--- config.mk ---
export PLATFORM = sky130hd
export DESIGN_NAME = temperature_run_statistics
export DESIGN_NICKNAME = d
export VERILOG_FILES = /design/src/hw/rtl/trs_pkg.sv /design/src/hw/rtl/trs_queue.sv /design/src/hw/rtl/trs_front.sv /design/src/hw/rtl/trs_accum.sv /design/src/hw/rtl/trs_div.sv /design/src/hw/rtl/temperature_run_statistics.sv
export SDC_FILE = /design/constraint.sdc
export NUM_CORES = 1
export LEC_CHECK = 0
export ABC_AREA = 1
export BUFFER_PORTS_ARGS = -buffer_cell sky130_fd_sc_hd__buf_4
export CORE_MARGIN = 1.5
export CORE_UTILIZATION = 61
export DETAILED_ROUTE_END_ITERATION = 8
export PLACE_DENSITY_LB_ADDON = 0.05
export SLEW_MARGIN = 20
export SYNTH_ARGS = -nofsm -noshare
export SYNTH_HDL_FRONTEND = slang
export SYNTH_SLANG_ARGS = --single-unit
export TNS_END_PERCENT = 1
--- constraint.sdc ---
create_clock -name clk -period 5.1 [get_ports clk]
set_input_delay 1.02 -clock clk [delete_from_list [all_inputs] [get_ports clk]]
set_output_delay 1.02 -clock clk [all_outputs]
set_load 0.01 [all_outputs]
--- src/hw/rtl/trs_pkg.sv ---
// trs_pkg: shared widths, types and helpers of the temperature run statistics block.
// Used by every module under hw/rtl; depends on nothing.

package trs_pkg;

  // run length limit: counters saturate here
  localparam int MAX_READINGS = 1024;

  // field widths fixed by the stream format
  localparam int READING_W = 16;
  localparam int VALUE_W   = READING_W - 1;
  localparam int THRESH_W  = 15;
  localparam int OUT_CNT_W = 11;
  localparam int OUT_IDX_W = 10;
  localparam int M_DATA_W  = 112;
  localparam int M_USER_W  = 2;

  // widths that follow from the run length limit
  localparam int CNT_W  = $clog2(MAX_READINGS + 1);
  localparam int POS_W  = $clog2(MAX_READINGS);
  localparam int SUM_W  = VALUE_W + $clog2(MAX_READINGS);
  localparam int STEP_W = $clog2(SUM_W);

  // configuration register indexes
  localparam int CFG_IDX_W = 2;
  localparam logic [CFG_IDX_W-1:0] REG_WARNING  = 2'd0;
  localparam logic [CFG_IDX_W-1:0] REG_CRITICAL = 2'd1;
  localparam logic [CFG_IDX_W-1:0] REG_SHUTDOWN = 2'd2;

  // threshold reset values
  localparam logic [THRESH_W-1:0] WARNING_RESET  = 15'd480;
  localparam logic [THRESH_W-1:0] CRITICAL_RESET = 15'd720;
  localparam logic [THRESH_W-1:0] SHUTDOWN_RESET = 15'd960;

  // queue depth between classifier and accumulator
  localparam int Q_DEPTH = 4;
  localparam int Q_PTR_W = $clog2(Q_DEPTH);

  typedef enum logic [1:0] {
    BAND_NORMAL   = 2'd0,
    BAND_WARNING  = 2'd1,
    BAND_CRITICAL = 2'd2,
    BAND_SHUTDOWN = 2'd3
  } band_t;

  // one classified sample
  typedef struct packed {
    logic [VALUE_W-1:0] value;
    logic               err;
    band_t              band;
    logic               crit;
    logic               last;
  } trs_entry_t;

  // run statistics handed from accumulator to divider
  typedef struct packed {
    logic [VALUE_W-1:0]          low;
    logic [VALUE_W-1:0]          high;
    logic [SUM_W-1:0]            sum;
    logic [CNT_W-1:0]            count;
    logic [CNT_W-1:0]            err;
    logic [3:0][CNT_W-1:0]       bands;
    logic [POS_W-1:0]            crit_pos;
    logic                        crit_flag;
  } trs_stats_t;

  typedef enum logic [1:0] {
    DIV_IDLE = 2'd0,
    DIV_RUN  = 2'd1,
    DIV_DONE = 2'd2
  } trs_div_state_t;

  // saturating increment at the run length limit
  function automatic logic [CNT_W-1:0] sat_inc(input logic [CNT_W-1:0] v);
    logic [CNT_W-1:0] r;
    r = (v < CNT_W'(MAX_READINGS)) ? v + CNT_W'(1) : CNT_W'(MAX_READINGS);
    return r;
  endfunction

endpackage

--- src/hw/rtl/trs_queue.sv ---
// trs_queue: short fifo of classified samples between classifier and accumulator.
// Depends on trs_pkg for the entry type and depth.

module trs_queue (
  input  logic               clk,
  input  logic               rst,
  input  logic               push,
  input  trs_pkg::trs_entry_t push_entry,
  output logic               full,
  input  logic               pop,
  output logic               entry_valid,
  output trs_pkg::trs_entry_t entry
);
  import trs_pkg::*;

  trs_entry_t          slots [Q_DEPTH];
  logic [Q_PTR_W-1:0]  wr_ptr;
  logic [Q_PTR_W-1:0]  rd_ptr;
  logic [Q_PTR_W:0]    fill;

  // status
  assign full        = (fill == (Q_PTR_W + 1)'(Q_DEPTH));
  assign entry_valid = (fill != '0);
  assign entry       = slots[rd_ptr];

  // storage
  always_ff @(posedge clk) begin
    if (push) begin
      slots[wr_ptr] <= push_entry;
    end
  end

  // pointers and fill level
  always_ff @(posedge clk) begin
    if (rst) begin
      wr_ptr <= '0;
      rd_ptr <= '0;
      fill   <= '0;
    end else begin
      if (push) begin
        wr_ptr <= wr_ptr + Q_PTR_W'(1);
      end
      if (pop) begin
        rd_ptr <= rd_ptr + Q_PTR_W'(1);
      end
      case ({push, pop})
        2'b10:   fill <= fill + (Q_PTR_W + 1)'(1);
        2'b01:   fill <= fill - (Q_PTR_W + 1)'(1);
        default: fill <= fill;
      endcase
    end
  end

endmodule

--- src/hw/rtl/trs_front.sv ---
// trs_front: threshold registers and sample classifier feeding the queue.
// Depends on trs_pkg for widths, register indexes and the entry type.

module trs_front (
  input  logic                              clk,
  input  logic                              rst,
  input  logic                              cfg_we,
  input  logic [trs_pkg::CFG_IDX_W-1:0]     cfg_index,
  input  logic [trs_pkg::THRESH_W-1:0]      cfg_data,
  input  logic                              in_valid,
  input  logic [trs_pkg::READING_W-1:0]     in_reading,
  input  logic                              in_last,
  input  logic                              q_full,
  output logic                              in_ready,
  output logic                              push,
  output trs_pkg::trs_entry_t               push_entry
);
  import trs_pkg::*;

  logic [THRESH_W-1:0] warning_threshold;
  logic [THRESH_W-1:0] critical_threshold;
  logic [THRESH_W-1:0] shutdown_threshold;
  logic [VALUE_W-1:0]  value;

  // configuration writes
  always_ff @(posedge clk) begin
    if (rst) begin
      warning_threshold  <= WARNING_RESET;
      critical_threshold <= CRITICAL_RESET;
      shutdown_threshold <= SHUTDOWN_RESET;
    end else if (cfg_we) begin
      case (cfg_index)
        REG_WARNING:  warning_threshold  <= cfg_data;
        REG_CRITICAL: critical_threshold <= cfg_data;
        REG_SHUTDOWN: shutdown_threshold <= cfg_data;
        default: ;
      endcase
    end
  end

  // accept while the queue has room
  assign in_ready = !q_full;
  assign push     = in_valid && !q_full;
  assign value    = in_reading[VALUE_W-1:0];

  // classify the sample into error, band and critical mark
  always_comb begin
    push_entry.value = value;
    push_entry.err   = in_reading[READING_W-1];
    push_entry.last  = in_last;
    push_entry.crit  = (value >= critical_threshold);
    if (value < warning_threshold) begin
      push_entry.band = BAND_NORMAL;
    end else if (value < critical_threshold) begin
      push_entry.band = BAND_WARNING;
    end else if (value < shutdown_threshold) begin
      push_entry.band = BAND_CRITICAL;
    end else begin
      push_entry.band = BAND_SHUTDOWN;
    end
  end

endmodule

--- src/hw/rtl/trs_accum.sv ---
// trs_accum: run accumulator; folds queued samples into min, max, sum and counts.
// Depends on trs_pkg for the entry and statistics types and sat_inc.

module trs_accum (
  input  logic                clk,
  input  logic                rst,
  input  logic                entry_valid,
  input  trs_pkg::trs_entry_t entry,
  input  logic                div_idle,
  output logic                pop,
  output logic                start,
  output trs_pkg::trs_stats_t stats
);
  import trs_pkg::*;

  trs_stats_t       acc;
  trs_stats_t       acc_next;
  logic [POS_W-1:0] pos;
  logic [POS_W-1:0] pos_next;

  // the closing sample waits until the divider is free
  assign pop   = entry_valid && (!entry.last || div_idle);
  assign start = pop && entry.last;
  assign stats = acc_next;

  // update of the run state by one sample
  always_comb begin
    acc_next = acc;
    if (entry.err) begin
      acc_next.err = sat_inc(acc.err);
    end else begin
      if (acc.count == '0) begin
        acc_next.low  = entry.value;
        acc_next.high = entry.value;
      end else begin
        if (entry.value < acc.low) begin
          acc_next.low = entry.value;
        end
        if (entry.value > acc.high) begin
          acc_next.high = entry.value;
        end
      end
      if (acc.count < CNT_W'(MAX_READINGS)) begin
        acc_next.sum   = acc.sum + SUM_W'(entry.value);
        acc_next.count = acc.count + CNT_W'(1);
      end
      acc_next.bands[entry.band] = sat_inc(acc.bands[entry.band]);
      if (!acc.crit_flag && entry.crit) begin
        acc_next.crit_flag = 1'b1;
        acc_next.crit_pos  = pos;
      end
    end
  end

  // sample position stops one short of the limit
  always_comb begin
    pos_next = pos;
    if (pos < POS_W'(MAX_READINGS - 1)) begin
      pos_next = pos + POS_W'(1);
    end
  end

  // run state, cleared after the closing sample
  always_ff @(posedge clk) begin
    if (rst) begin
      acc <= '0;
      pos <= '0;
    end else if (pop) begin
      if (entry.last) begin
        acc <= '0;
        pos <= '0;
      end else begin
        acc <= acc_next;
        pos <= pos_next;
      end
    end
  end

endmodule

--- src/hw/rtl/trs_div.sv ---
// trs_div: bit-serial mean divider and result register of the run statistics.
// Depends on trs_pkg for the statistics type, divider states and widths.

module trs_div (
  input  logic                             clk,
  input  logic                             rst,
  input  logic                             start,
  input  trs_pkg::trs_stats_t              start_stats,
  output logic                             div_idle,
  output logic                             out_valid,
  input  logic                             out_ready,
  output logic [trs_pkg::M_DATA_W-1:0]     out_data,
  output logic [trs_pkg::M_USER_W-1:0]     out_user
);
  import trs_pkg::*;

  trs_div_state_t    state;
  trs_div_state_t    state_next;
  trs_stats_t        stats;
  logic [CNT_W-1:0]  rem;
  logic [SUM_W-1:0]  quo;
  logic [STEP_W-1:0] step;
  logic [CNT_W:0]    rem_shift;
  logic              fits;
  logic              none;
  logic [VALUE_W-1:0] mean;

  assign none      = (stats.count == '0);
  assign rem_shift = {rem, quo[SUM_W-1]};
  assign fits      = (rem_shift >= {1'b0, stats.count});
  assign mean      = quo[VALUE_W-1:0];

  // next state
  always_comb begin
    state_next = state;
    case (state)
      DIV_IDLE: begin
        if (start) begin
          state_next = (start_stats.count == '0) ? DIV_DONE : DIV_RUN;
        end
      end
      DIV_RUN: begin
        if (step == STEP_W'(SUM_W - 1)) begin
          state_next = DIV_DONE;
        end
      end
      DIV_DONE: begin
        if (out_ready) begin
          state_next = DIV_IDLE;
        end
      end
      default: state_next = DIV_IDLE;
    endcase
  end

  always_ff @(posedge clk) begin
    if (rst) begin
      state <= DIV_IDLE;
    end else begin
      state <= state_next;
    end
  end

  // restoring division, one quotient bit a cycle
  always_ff @(posedge clk) begin
    case (state)
      DIV_IDLE: begin
        if (start) begin
          stats <= start_stats;
          rem   <= '0;
          quo   <= (start_stats.count == '0) ? '0 : start_stats.sum;
          step  <= '0;
        end
      end
      DIV_RUN: begin
        rem  <= fits ? CNT_W'(rem_shift - {1'b0, stats.count}) : CNT_W'(rem_shift);
        quo  <= {quo[SUM_W-2:0], fits};
        step <= step + STEP_W'(1);
      end
      default: ;
    endcase
  end

  // outputs
  always_comb begin
    div_idle  = (state == DIV_IDLE);
    out_valid = (state == DIV_DONE);
    out_data  = {
      2'b00,
      stats.crit_flag ? OUT_IDX_W'(stats.crit_pos) : OUT_IDX_W'(0),
      OUT_CNT_W'(stats.bands[BAND_SHUTDOWN]),
      OUT_CNT_W'(stats.bands[BAND_CRITICAL]),
      OUT_CNT_W'(stats.bands[BAND_WARNING]),
      OUT_CNT_W'(stats.bands[BAND_NORMAL]),
      OUT_CNT_W'(stats.err),
      none ? VALUE_W'(0) : mean,
      none ? VALUE_W'(0) : stats.high,
      none ? VALUE_W'(0) : stats.low
    };
    out_user  = {stats.crit_flag, none};
  end

endmodule

--- src/hw/rtl/temperature_run_statistics.sv ---
// Temperature run statistics over a stream of signed 1/16 degree samples, tlast closing a
// run. Samples are taken one per cycle while the four-entry queue behind the classifier has
// room; the accumulator drains that queue one sample per cycle. The closing sample starts a
// bit-serial divider for the mean that produces one quotient bit per bit of the running sum
// (a run with no valid sample goes straight to the result), and a further closing sample
// waits in the queue until the previous result has been taken. Runs without closing samples
// stream at one sample per cycle. Negative samples are counted as errors; counts saturate at
// 1024. Thresholds are written through cfg_we/cfg_index/cfg_data; the user must write them
// only while the block is idle, which the block itself does not enforce.
// Depends on trs_pkg, trs_front, trs_queue, trs_accum and trs_div.

module temperature_run_statistics (
  input  logic                          clk,
  input  logic                          rst,
  // configuration writes
  input  logic                          cfg_we,
  input  logic [trs_pkg::CFG_IDX_W-1:0] cfg_index,
  input  logic [trs_pkg::THRESH_W-1:0]  cfg_data,
  // sample stream
  input  logic                          s_tvalid,
  output logic                          s_tready,
  input  logic [trs_pkg::READING_W-1:0] s_tdata,   // reading[15:0]
  input  logic                          s_tlast,
  // result stream
  output logic                          m_tvalid,
  input  logic                          m_tready,
  // lowest_reading[14:0], highest_reading[29:15], mean_reading[44:30],
  // error_count[55:45], normal_count[66:56], warning_count[77:67],
  // critical_count[88:78], shutdown_count[99:89], first_critical_index[109:100], zero fill
  output logic [trs_pkg::M_DATA_W-1:0]  m_tdata,
  // none_valid[0], critical_seen[1]
  output logic [trs_pkg::M_USER_W-1:0]  m_tuser
);
  import trs_pkg::*;

  logic       push;
  trs_entry_t push_entry;
  logic       q_full;
  logic       q_pop;
  logic       q_valid;
  trs_entry_t q_entry;
  logic       start;
  trs_stats_t stats;
  logic       div_idle;

  // classifier and threshold registers
  trs_front u_front (
    .clk        (clk),
    .rst        (rst),
    .cfg_we     (cfg_we),
    .cfg_index  (cfg_index),
    .cfg_data   (cfg_data),
    .in_valid   (s_tvalid),
    .in_reading (s_tdata),
    .in_last    (s_tlast),
    .q_full     (q_full),
    .in_ready   (s_tready),
    .push       (push),
    .push_entry (push_entry)
  );

  // queue of classified samples
  trs_queue u_queue (
    .clk         (clk),
    .rst         (rst),
    .push        (push),
    .push_entry  (push_entry),
    .full        (q_full),
    .pop         (q_pop),
    .entry_valid (q_valid),
    .entry       (q_entry)
  );

  // run accumulator
  trs_accum u_accum (
    .clk         (clk),
    .rst         (rst),
    .entry_valid (q_valid),
    .entry       (q_entry),
    .div_idle    (div_idle),
    .pop         (q_pop),
    .start       (start),
    .stats       (stats)
  );

  // mean divider and result register
  trs_div u_div (
    .clk         (clk),
    .rst         (rst),
    .start       (start),
    .start_stats (stats),
    .div_idle    (div_idle),
    .out_valid   (m_tvalid),
    .out_ready   (m_tready),
    .out_data    (m_tdata),
    .out_user    (m_tuser)
  );

endmodule
==> impl_metrics.py, run 1 <==
metrics = {
    "outcome": {
        "status": "complete, but fails checks",
        "failed_checks": "design-rule violations",
    },
    "finish": {
        "num-nets-final": 2847,
        "multi_input_area_um2": 9350,
        "area_growth_pct": 11.3,
        "drive_gt1_frac": 0.132,
        "fillers": 2914,
        "fin_util": 0.693,
        "seq_area_um2": 10800,
        "diodes": 0,
    },
    "sta": {
        "slew_headroom": 0.250,
        "worst_pin_slew_ps": 1130,
        "fin_crit_sh": 0.830,
        "finalSetupViolations": 0,
        "hold_viol": 0,
        "fin_setup_tns_ps": 0,
        "fin_skew_ps": 28.3,
        "slew_violations": 0,
        "setup_ws_ps": 866,
        "grt_setup_unrepaired": "false",
        "fmax_mhz": 236,
        "fin_crit_ps": 4230,
    },
    "critical_path": {
        "max_stage_delay_ps": 610,
        "worstPathRequired_ps": 5530,
        "worstPathArrival_ps": 4670,
        "crit_path_frequent_cell": "nand2_1",
        "crit_fanout": 42,
        "cp-end-kind": "flop",
        "crit_chain": "inv_6 -> nand2_1 -> a32oi_1 -> inv_1 -> fa_1 -> nand3b_1 -> nand2_1 -> nand2_1 -> o21ai_0 -> nand2_1 -> nand2_1 -> nand3_1 -> nand2_1 -> nand2_1 -> nor2_1 -> xor2_1 -> nand3_1 -> nand2_1",
        "cp-start-kind": "flop",
        "path_class": "reg2reg",
        "crit_slowest_cell": "dfxtp_1",
    },
    "logic_synthesis": {
        "syn_avg_cell_area_um2": 8.45,
        "synth_cell_types": 61,
        "synth_top_cell_by_area": "edfxtp_1",
        "synthFlopType": "edfxtp_1",
        "syn-cell-area_um2": 22300,
        "synth_common_cells": "nand2_1, inv_1, a21oi_1",
        "seq_area_frac_synth": 0.486,
        "yosysWarnings": 0,
        "synth_top_area_share": 0.308,
        "syn_inst": 2634,
        "synth_area_leaders": "edfxtp_1, dfxtp_1, nand2_1",
        "synth.ff_latch_count": 426,
        "ys_async_sr_fraction": 0,
        "synth_enable_flop_cells": 228,
        "yosys.cell_count.top_type": "nand2_1",
    },
    "placement": {
        "dp_hpwl_um": 38400,
        "pre_cts_ws_ps": 898,
        "io_buffer_count": 152,
        "gp_congestion": 0.897,
    },
    "routing": {
        "first_iter_violations": 1682,
        "routed_via_density": 5.66,
        "ant_nets": 0,
        "vias": 18100,
        "dr.pass1.iters": 9,
        "wl_per_cell_um": 17.1,
        "totalWireLength_um": 54700,
        "drcViolationCount": 8,
    },
    "power": {
        "peakVddDrop_uv": 398,
        "powerDensity_nw_per_um2": 686,
        "total_leakage_power_nw": 10.1,
    },
    "global_route": {
        "grt_pass1_wl_um": 87700,
        "grt_max_degree": 96,
        "grt-ovfl-total": 0,
        "grt_usage": 0.290,
        "antenna_found_initial": 0,
        "grt_pass1_vias": 17100,
    },
    "clock_tree": {
        "numCtsBuffers": 46,
        "root_buffer": "clkbuf_16",
        "htreeDepth": 2,
        "clock_sinks": 426,
        "ctsResizeCount": 0,
        "cts_buffer_depth": 3,
        "tritoncts": "built",
        "cts_setup_buffers": 0,
        "clock_latency_ps": 580,
        "clk_pin_slew_worst_paths_ps": 60,
        "hold_buffers": 0,
    },
    "floorplan": {
        "die_w_um": 194,
        "start_util": 0.623,
        "die_area_um2": 37600,
        "ios": 155,
        "core_area_um2": 35700,
        "placementRows": 69,
        "die_h_um": 194,
    },
    "job": {
        "maxCapViolations": 0,
    },
    "hold_path": {
        "hold_class": "reg2reg",
    },
}
## layout by cell type (no fill, tap or decap), types with 5 or more instances in the layout
cell type / instances
a21boi_0: 13
a21oi_1: 276
a32oi_1: 14
and2_1: 16
buf_4: 174
clkbuf_1: 7
clkbuf_16: 48
clkbuf_8: 5
clkinv_1: 6
clkinv_2: 8
clkinvlp_4: 5
dfxtp_1: 198
edfxtp_1: 228
ha_1: 110
inv_1: 303
inv_2: 9
nand2_1: 639
nand2_2: 10
nand2_4: 8
nand3_1: 132
nand3_2: 12
nand3b_1: 9
nand4_1: 26
nor2_1: 125
nor2_2: 14
nor2_4: 8
nor3_1: 20
o211ai_1: 15
o21ai_0: 140
o21ai_1: 20
o21ai_2: 21
or2_2: 14
xnor2_1: 16
xor2_1: 19
## power breakdown
group          leakage, nW  internal [W]  switching, W
registers             3.76       0.00493      0.000463
logic                 5.61       0.00260       0.00568
clock network        0.734       0.00195       0.00138
## per-stage QoR
stage                     area [um^2]  instances  power (W)  hold slack (ps)
after floorplan                 22300       2635     0.0112              422
after global placement          23300       3108     0.0134              434
after detailed placement        23300       3108     0.0136              440
after CTS                       24800       3191     0.0170              448
after global routing            24800       3191     0.0181              478
final                           24800       3191     0.0170              456
## registers in the layout, indices dropped and copies added (netlist names), 11 cells and up, named ones only
register / count
u_accum.acc: 132
u_queue.slots: 80
u_div.out_data: 55
u_div.stats: 51
u_div.quo: 25
u_front.critical_threshold: 15
u_front.shutdown_threshold: 15
u_front.warning_threshold: 15
u_div.rem: 11
## logic make-up (layout without fill, tap and decap cells)
logic type / Yosys count / after routing / synth area share
AOI/OAI and AO/OA: 526 / 526 / 0.131
xor gates and xnor gates: 36 / 36 / 0.0145
other: 1 / 2 / 0.000168
muxes: 4 / 4 / 0.00191
adders and majority gates: 113 / 113 / 0.0645
buffers and inverters: 481 / 576 / 0.0957
DFF: 426 / 426 / 0.486
and+or+nand+nor: 1047 / 1047 / 0.207
## worst max-delay path: cells and delay by family (launching register included)
family / cells / cell delay [ps]
simple gates: 12 / 1340
compound gates: 2 / 860
flops: 1 / 610
buf+inv: 2 / 610
fa+ha+maj: 1 / 460
xor+xnor: 1 / 200
## worst paths after layout
kind	startpoint	to	slack (ps)	depth (start not counted)
min	u_accum.pos[9]	u_accum.pos[9]	460	1
max	flop	u_div.quo[20]	870	18
max reg2reg	flop	u_div.quo[20]	870	18
min reg2reg	u_accum.pos[9]	u_accum.pos[9]	460	1
## metal layers
| metal | vias up | routed length (um) | GRT usage |
|---|---|---|---|
| met5 | - | 0 | 0 |
| met1 | 8475 | 23800 | 0.402 |
| li1 | 8803 | - | - |
| met3 | 117 | 3720 | 0.0390 |
| met4 | 0 | 1830 | 0.104 |
| met2 | 656 | 25300 | 0.470 |
## cell type report
class                   count  share of cell area
clock buffers              60              0.0523
clock inverters            23             0.00893
inverters                 318              0.0487
multi-input cells        1728               0.377
flip-flops and latches    426               0.436
well taps                 461              0.0233
repair buffers            175              0.0535
Note: power is estimated with default switching activity, not from simulation.
==> inputs of run 2 (changes only) <==
==> constraint.sdc (replaced) <==
create_clock -name clk -period 4.1 [get_ports clk]
set_input_delay 0.82 -clock clk [delete_from_list [all_inputs] [get_ports clk]]
set_output_delay 0.82 -clock clk [all_outputs]
set_load 0.01 [all_outputs]
==> impl_metrics.py, run 2 (synthesis results as in run 1) <==
metrics = {
    "floorplan": {
        "placementRows": 69,
        "start_util": 0.623,
        "core_area_um2": 35700,
        "die_area_um2": 37600,
        "ios": 155,
        "die_w_um": 194,
        "die_h_um": 194,
    },
    "clock_tree": {
        "ctsResizeCount": 0,
        "clock_latency_ps": 580,
        "clk_pin_slew_worst_paths_ps": 60,
        "clock_sinks": 426,
        "htreeDepth": 2,
        "hold_buffers": 0,
        "cts_setup_buffers": 0,
        "cts_buffer_depth": 3,
        "root_buffer": "clkbuf_16",
        "tritoncts": "built",
        "numCtsBuffers": 46,
    },
    "critical_path": {
        "cp-start-kind": "flop",
        "worstPathRequired_ps": 4540,
        "path_class": "reg2reg",
        "regToRegSetupSlack_ps": 400,
        "rr_worst_depth": 21,
        "crit_fanout": 42,
        "cp-end-kind": "flop",
        "worstPathArrival_ps": 4140,
        "r2r-end": "u_div.quo[20]",
    },
    "finish": {
        "final_common_cell": "nand2_1",
        "diodes": 0,
        "largest_register": "u_accum.acc",
        "largest_reg_flops": 132,
        "num-nets-final": 2871,
        "drive_gt1_frac": 0.140,
        "final_cell_mix": "nand2_1, inv_1, a21oi_1",
        "area_growth_pct": 12.5,
    },
    "power": {
        "peakVddDrop_uv": 779,
        "p_seq_frac": 0.312,
        "intPower_w": 0.0121,
        "total_leakage_power_nw": 10.2,
        "clkPwrFrac": 0.201,
        "combPwrFrac": 0.488,
        "powerDensity_nw_per_um2": 857,
        "switching_share": 0.436,
        "p_switching_w": 0.00936,
    },
    "routing": {
        "drcViolationCount": 9,
        "dr.pass1.iters": 7,
        "totalWireLength_um": 55100,
        "ant_nets": 0,
        "wl_per_cell_um": 17.1,
        "first_iter_violations": 1571,
        "vias": 18100,
        "routed_via_density": 5.63,
    },
    "sta": {
        "hold_viol": 0,
        "worst_pin_slew_ps": 1040,
        "grt_setup_unrepaired": "false",
        "fin_skew_ps": 18.6,
        "fin_crit_ps": 3700,
        "fin_crit_sh": 0.903,
        "fin_setup_tns_ps": 0,
        "slew_headroom": 0.297,
        "setup_ws_ps": 398,
        "fmax_mhz": 270,
        "slew_violations": 0,
        "finalSetupViolations": 0,
    },
    "global_route": {
        "grt_pass1_wl_um": 88900,
        "grt_max_degree": 80,
        "antenna_found_initial": 0,
        "grt_usage": 0.293,
        "grt_pass1_vias": 17300,
        "grt-ovfl-total": 0,
    },
    "hold_path": {
        "hp-start": "s_tlast",
        "holdPathStages": 1,
        "hold_class": "in2reg",
        "hold_end": "u_queue.slots[2][0]",
    },
    "placement": {
        "dp_hpwl_um": 38500,
        "io_buffer_count": 152,
        "gp_congestion": 0.905,
        "pre_cts_ws_ps": 387,
    },
    "job": {
        "maxCapViolations": 0,
    },
    "outcome": {
        "failed_checks": "design-rule violations",
        "status": "complete, but fails checks",
    },
}
==> run 2: cell count changes in the layout (fill, tap and decap cells not counted) <==
cell and change:
buf_12 +2, buf_4 +22, bufinv_16 +3, clkbuf_16 -1, clkbuf_8 -2, clkinv_1 -1, clkinv_4 -1, clkinv_8 -1
clkinvlp_4 +3, inv_6 +2, nor3_1 +1, nor3_2 -1
==> run 2: routing by layer <==
metal  part of all wire  routed length, um  vias to the layer above  GRT usage
met5                  0                  0                        -          0
met4              0.027               1470                        0     0.0975
met3              0.062               3440                       99     0.0383
met2               0.47              25900                      640      0.486
met1               0.44              24300                     8496      0.398
li1                   -                  -                     8875          -
==> run 2: worst max path at each step <==
stage | startpoint | end | slack, ps | depth (start not counted)
6_report | flop | u_div.quo[20] | 400 | 21
5_1_grt | flop | u_div.quo[20] | 10 | 21
4_1_cts | flop | u_div.quo[20] | 360 | 21
3_5_place_dp | flop | u_div.quo[20] | 390 | 21
3_3_place_gp | flop | u_div.quo[20] | 530 | 21
2_1_floorplan | flop | u_div.out_data[45] | 430 | 10
==> run 2: critical path: stages, from the launching register on <==
cell      delay [ps]
dfxtp_1          440
inv_6            300
nand2_1          100
nand3_1           90
nand2_1          140
inv_1             90
ha_1             190
inv_1            100
fa_1             410
nand3b_1         170
nand2_1          110
nand2_1           50
o21ai_0          250
nand2_1           90
nand2_1          140
nand3_1           80
nand2_1          210
nand2_1          120
nor2_1           130
xor2_1           190
nand3_1           90
nand2_1           80
==> run 2: power by group through the flow <==
stage	Combinational (W)	Sequential [W]	Clock, W
after floorplan	0.00738	0.00661	0
after global placement	0.0101	0.00671	0
after detailed placement	0.0103	0.00675	0
after CTS	0.0104	0.00668	0.00436
after global routing	0.0116	0.00680	0.00452
final	0.0105	0.00668	0.00431
==> run 2: metrics by stage <==
stage          hold slack, ps  power, W  utilization  instances  cell area, um^2
4_1_cts                   421    0.0214        0.700       3217            25000
2_1_floorplan             422    0.0140            -       2635            22300
5_1_grt                   440    0.0229        0.700       3217            25000
3_5_place_dp              451    0.0170        0.657       3132            23500
6_report                  446    0.0214        0.700       3217            25000
3_3_place_gp              435    0.0168        0.657       3132            23500
==> run 2: layout make-up <==
| class | instances | area [um^2] |
|---|---|---|
| fill | 2882 | 10700 |
| clock buffer | 57 | 1240 |
| clock inverter | 28 | 323 |
| inverter | 318 | 1210 |
| multi-input combinational | 1728 | 9340 |
| timing repair buffer | 199 | 1530 |
| tap | 461 | 577 |
| sequential | 426 | 10800 |
